File: src/hw/rtl/ter_pkg.sv
// ter_pkg: shared constants, types and helpers for the triangle edge rasterizer
// no dependencies; used by ter_ctrl, ter_dp and triangle_edge_rasterizer_core
package ter_pkg;

  localparam int unsigned MaxDimDefault = 4096;
  localparam int unsigned CoordW  = 16;
  localparam int unsigned DomW    = 13;
  localparam int unsigned PixW    = 12;
  localparam int unsigned BaryW   = 17;
  // edge values of 12.4 vertices fit in 34 signed bits
  localparam int unsigned EdgeW   = 34;
  localparam int unsigned MagW    = 33;
  // quotient of |w|<<16 by |A|: w <= A when covered, so 17 quotient bits suffice
  localparam int unsigned QuoW    = 17;

  localparam logic FuncLoad = 1'b0;
  localparam logic FuncStep = 1'b1;

  localparam logic [0:0] RegDomainWidth  = 1'b0;
  localparam logic [0:0] RegDomainHeight = 1'b1;

  // controller states, one-hot
  typedef enum logic [4:0] {
    StIdle  = 5'b00001,
    StEdge  = 5'b00010,
    StDiv   = 5'b00100,
    StFinal = 5'b01000,
    StOut   = 5'b10000
  } state_e;

  // controller to datapath commands
  typedef struct packed {
    logic load;       // latch vertices and set up triangle
    logic setup2;     // finish setup: area, box and classes
    logic step_eval;  // evaluate edge functions at walk position
    logic div_start;  // start the three divisions
    logic div_step;   // one restoring step
    logic step_fin;   // form step result and advance walk
    logic idle_res;   // form idle step result
  } dp_cmd_t;

  // datapath to controller status
  typedef struct packed {
    logic walk_active;
    logic pix_in;
    logic div_last;
  } dp_sts_t;

endpackage

File: src/hw/rtl/ter_ctrl.sv
// ter_ctrl: sequencer for load, pixel evaluation, division and result handoff
// depends on ter_pkg
module ter_ctrl (
  input  logic              clk_i,
  input  logic              rst_ni,
  input  logic              in_valid_i,
  output logic              in_stall_o,
  input  logic              func_i,
  output logic              out_valid_o,
  input  logic              out_stall_i,
  output ter_pkg::dp_cmd_t  cmd_o,
  input  ter_pkg::dp_sts_t  sts_i
);

  ter_pkg::state_e state_q, state_d;
  logic            in_acc;

  assign in_stall_o  = (state_q != ter_pkg::StIdle);
  assign in_acc      = in_valid_i && (state_q == ter_pkg::StIdle);
  assign out_valid_o = (state_q == ter_pkg::StOut);

  // next state and commands
  always_comb begin
    state_d = state_q;
    cmd_o   = '0;
    case (state_q)
      ter_pkg::StIdle: begin
        if (in_acc) begin
          if (func_i == ter_pkg::FuncLoad) begin
            cmd_o.load = 1'b1;
            state_d    = ter_pkg::StFinal;
          end else if (sts_i.walk_active) begin
            cmd_o.step_eval = 1'b1;
            state_d         = ter_pkg::StEdge;
          end else begin
            cmd_o.idle_res = 1'b1;
            state_d        = ter_pkg::StOut;
          end
        end
      end
      ter_pkg::StEdge: begin
        if (sts_i.pix_in) begin
          cmd_o.div_start = 1'b1;
          state_d         = ter_pkg::StDiv;
        end else begin
          cmd_o.step_fin = 1'b1;
          state_d        = ter_pkg::StOut;
        end
      end
      ter_pkg::StDiv: begin
        cmd_o.div_step = 1'b1;
        if (sts_i.div_last) begin
          state_d = ter_pkg::StFinal;
        end
      end
      ter_pkg::StFinal: begin
        // after load: second setup step; after divide: result
        cmd_o.setup2   = 1'b1;
        cmd_o.step_fin = 1'b1;
        state_d        = ter_pkg::StOut;
      end
      ter_pkg::StOut: begin
        if (!out_stall_i) begin
          state_d = ter_pkg::StIdle;
        end
      end
      default: state_d = ter_pkg::StIdle;
    endcase
  end

  always_ff @(posedge clk_i or negedge rst_ni) begin
    if (!rst_ni) begin
      state_q <= ter_pkg::StIdle;
    end else begin
      state_q <= state_d;
    end
  end

  a_out_hold: assert property (@(posedge clk_i) disable iff (!rst_ni)
    out_valid_o && out_stall_i |=> out_valid_o)
    else $error("result dropped while stalled");
  a_no_accept_busy: assert property (@(posedge clk_i) disable iff (!rst_ni)
    (state_q != ter_pkg::StIdle) |-> in_stall_o)
    else $error("input taken while busy");
  a_div_from_edge: assert property (@(posedge clk_i) disable iff (!rst_ni)
    $rose(state_q == ter_pkg::StDiv) |-> $past(state_q == ter_pkg::StEdge))
    else $error("divide entered out of order");

endmodule

File: config.mk
export PLATFORM = sky130hd
export DESIGN_NAME = ter_ctrl
export DESIGN_NICKNAME = d
export VERILOG_FILES = /design/src/hw/rtl/ter_pkg.sv /design/src/hw/rtl/ter_ctrl.sv
export SDC_FILE = /design/constraint.sdc
export NUM_CORES = 1
export LEC_CHECK = 0
export BUFFER_PORTS_ARGS = -buffer_cell sky130_fd_sc_hd__clkbuf_2
export CAP_MARGIN = 20
export CORE_AREA = 3 3 40 42
export DETAILED_ROUTE_END_ITERATION = 7
export DIE_AREA = 0 0 43 45
export HOLD_SLACK_MARGIN = 0.1
export PLACE_DENSITY_LB_ADDON = 0.05
export SLEW_MARGIN = 20
export SYNTH_ARGS = -nofsm -noshare
export SYNTH_HDL_FRONTEND = slang
export SYNTH_SLANG_ARGS = --single-unit
File: constraint.sdc
create_clock -name clk_i -period 4.44 [get_ports clk_i]
set_input_delay 0.444 -clock clk_i [delete_from_list [all_inputs] [get_ports clk_i]]
set_output_delay 0.444 -clock clk_i [all_outputs]
set_load 0.03 [all_outputs]
==> flow_summary.yaml <==
global_route:
  antenna_found_initial: 0
  grt_max_degree: 10
  grt_first_pass_wirelength_um: 1621
  track_usage_pct: 11.06
  grt.overflow.total: 0
  grt_pass1_vias: 382
final_layout:
  diodes: 0
  largest-register: "state_q"
  final-seq-area_sq_um: 126.4
  fin_nets: 71
  multi_input_area_sq_um: 221.5
  layout-drive-gt1-share_pct: 38.71
  design_area_sq_um: 498.0
  n_fill_cell: 152
  largest_register_ffs: 5
  area_delta_synth_final_pct: 34.46
  top_regs: "state_q x5"
timing:
  timing.hold.ws_ns: 0.4498
  setup_viol: 0
  final_hold_viol_count: 0
  fin_ws_ns: 1.960
  fmax_mhz: 403.3
  clock_skew_ns: 0.002716
  post-route-min-period_ns: 2.480
  final_max_slew_viol_count: 0
  relSlewSlack_pct: 77.20
  rsz0062_at_grt: "no"
  fin_crit_sh_pct: 55.85
  fin_setup_tns_ns: 0
  worstMarginPinSlew_ns: 0.3373
min_path:
  hold_path.class: "in -> reg"
critical_path:
  critPathMaxStageDelay_ns: 0.61
  worstPathArrival_ns: 2.04
  critPathLaunchType: "register"
  crit_type: "reg -> out"
  cp_max_fo: 8
  endpoint_kind: "output port"
  critPathSlowestCell: "dfstp_2"
  cp_cell_sequence: "or4b_1 > nor2_2 > nand2_1 > nor3b_1 > clkbuf_2"
  crit_required_ns: 4.00
clock_tree:
  clkSlewWorstSetupHoldPaths_ns: 0.04
  ctsRootBufferMaster: "clkbuf_4"
  cts_htree_levels: 1
  clk_latency_ns: 0.24
  clockBufferDepth: 2
  cts_tree: "done"
  cts_sinks: 5
  numCtsBuffers: 3
die:
  row_count: 13
  design.portCount: 17
  die_y_um: 45
  die_w_um: 43
  die-area_sq_mm: 0.001935
  coreArea_sq_mm: 0.001285
  start_util_pct: 28.82
power:
  power.leakage_nw: 0.2469
  p_per_area_mw_per_mm2: 523.7
  ir_drop_mv: 0.2263
detailed_routing:
  drc_errors: 0
  drtIter0Drc: 5
  vias: 381
  drtAntennaViolNets: 0
  wl_um: 889
  dr.pass1.iters: 3
  routedWlPerCell_um: 11.55
  via_per_inst: 4.948
synthesis:
  synth_cell_types: 25
  ys_seq_area_share_pct: 34.12
  synthCells: 42
  avgSynthCellArea_sq_um: 8.818
  synthesis.area_sq_um: 370.4
  synth-seq-cells: 5
  syn_nets: 50
  yosys_warnings: 0
run:
  drv_cap: 0
place:
  place_ws_ns: 2.211
  io_buffers: 16
  dp_hpwl_um: 743.5
  place_congestion: 0.6976
  dpl-instance-area_sq_um: 461.7
status:
  status: "completed"
area by class of cell:
type / instances / share of cell area (%)
clock buffer: 4 / 5.276
inverter: 4 / 3.015
multi-input combinational: 32 / 44.47
sequential: 5 / 25.38
tap: 15 / 3.769
timing repair buffer: 17 / 18.09
power by group:
| part | total, mW | switching [mW] | internal, mW |
|---|---|---|---|
| Clock | 0.0507 | 0.0169 | 0.0339 |
| Sequential | 0.0858 | 0.0258 | 0.0601 |
| Combinational | 0.124 | 0.0757 | 0.0485 |
| Total | 0.261 | 0.118 | 0.142 |
through the flow:
step / cells / util (%) / total power, mW
after floorplan: 42 / - / 0.1768
after global placement: 72 / 35.93 / 0.2127
after detailed placement: 72 / 35.93 / 0.2110
after CTS: 77 / 38.75 / 0.2656
after global routing: 77 / 38.75 / 0.2859
final: 77 / 38.75 / 0.2608
critical path, delay by kind of cell, from the launching register on:
kind / cells / cell delay (ns)
and+or+nand+nor: 4 / 0.95
DFF: 1 / 0.61
buffers and inverters: 1 / 0.23
logic make-up after synthesis:
group | Yosys count | share of synthesized area [%]
AO/OA/AOI/OAI | 8 | 20.61
buffers and inverters | 5 | 6.081
flip-flops | 5 | 34.12
AND/OR/NAND/NOR | 24 | 39.19
worst paths after layout:
| check | start | endpoint | slack (ns) | cells after the start |
|---|---|---|---|---|
| max | state_q[0] | cmd_o[0] | 1.96 | 5 |
| min | out_stall_i | state_q[4] | 0.45 | 3 |
| max reg2reg | state_q[0] | state_q[4] | 2.76 | 4 |
| min in group asynchronous | rst_ni | state_q[2] | 0.56 | 2 |
| max in group asynchronous | rst_ni | state_q[0] | 3.66 | 2 |
| min reg2reg | state_q[3] | state_q[2] | 0.56 | 1 |
cells in the mapped netlist:
cell type	count	area [sq um]
nand2_1	4	15.01
inv_1	4	15.01
a2bb2oi_1	1	8.760
and4_1	1	8.760
dfrtp_1	4	100.1
nand2b_1	1	6.260
o22ai_1	1	6.260
nor4_1	2	12.51
dfstp_2	1	26.28
or2_2	1	6.260
nor3b_1	1	7.510
nor2_1	5	18.77
or4b_1	1	10.01
nor3_1	1	5.000
a21oi_1	1	5.000
nor2_2	1	6.260
or3b_1	1	8.760
nand3b_1	3	22.52
a211o_1	1	8.760
nor4b_1	1	8.760
a2111oi_4	1	27.53
a31oi_1	2	12.51
o31ai_1	1	7.510
buf_4	1	7.510
or2b_2	1	8.760
layer usage:
layer | track usage, % | vias to the layer above | part of all wire [%]
li1 | - | 192 | -
met1 | 13.73 | 177 | 48
met2 | 17.37 | 12 | 46
met3 | 5.976 | 0 | 5.7
met4 | 1.807 | 0 | 0
met5 | 0 | - | 0
timing repair:
action,in CTS,in global routing
hold buffers,1,0
setup buffers,0,0
endpoints found under the setup margin,0,0
endpoints found under the hold margin,4,0
resized for setup,0,0
placed cells by master (no fill, tap or decap), types with 2 or more instances in the layout:
cell	instances
dfrtp_1	4
nand3b_1	3
nor2_1	5
a31oi_1	2
clkbuf_2	16
nand2_1	4
nor4_1	2
clkbuf_4	3
inv_1	4
No activity file was read; power rests on OpenSTA's default activity.
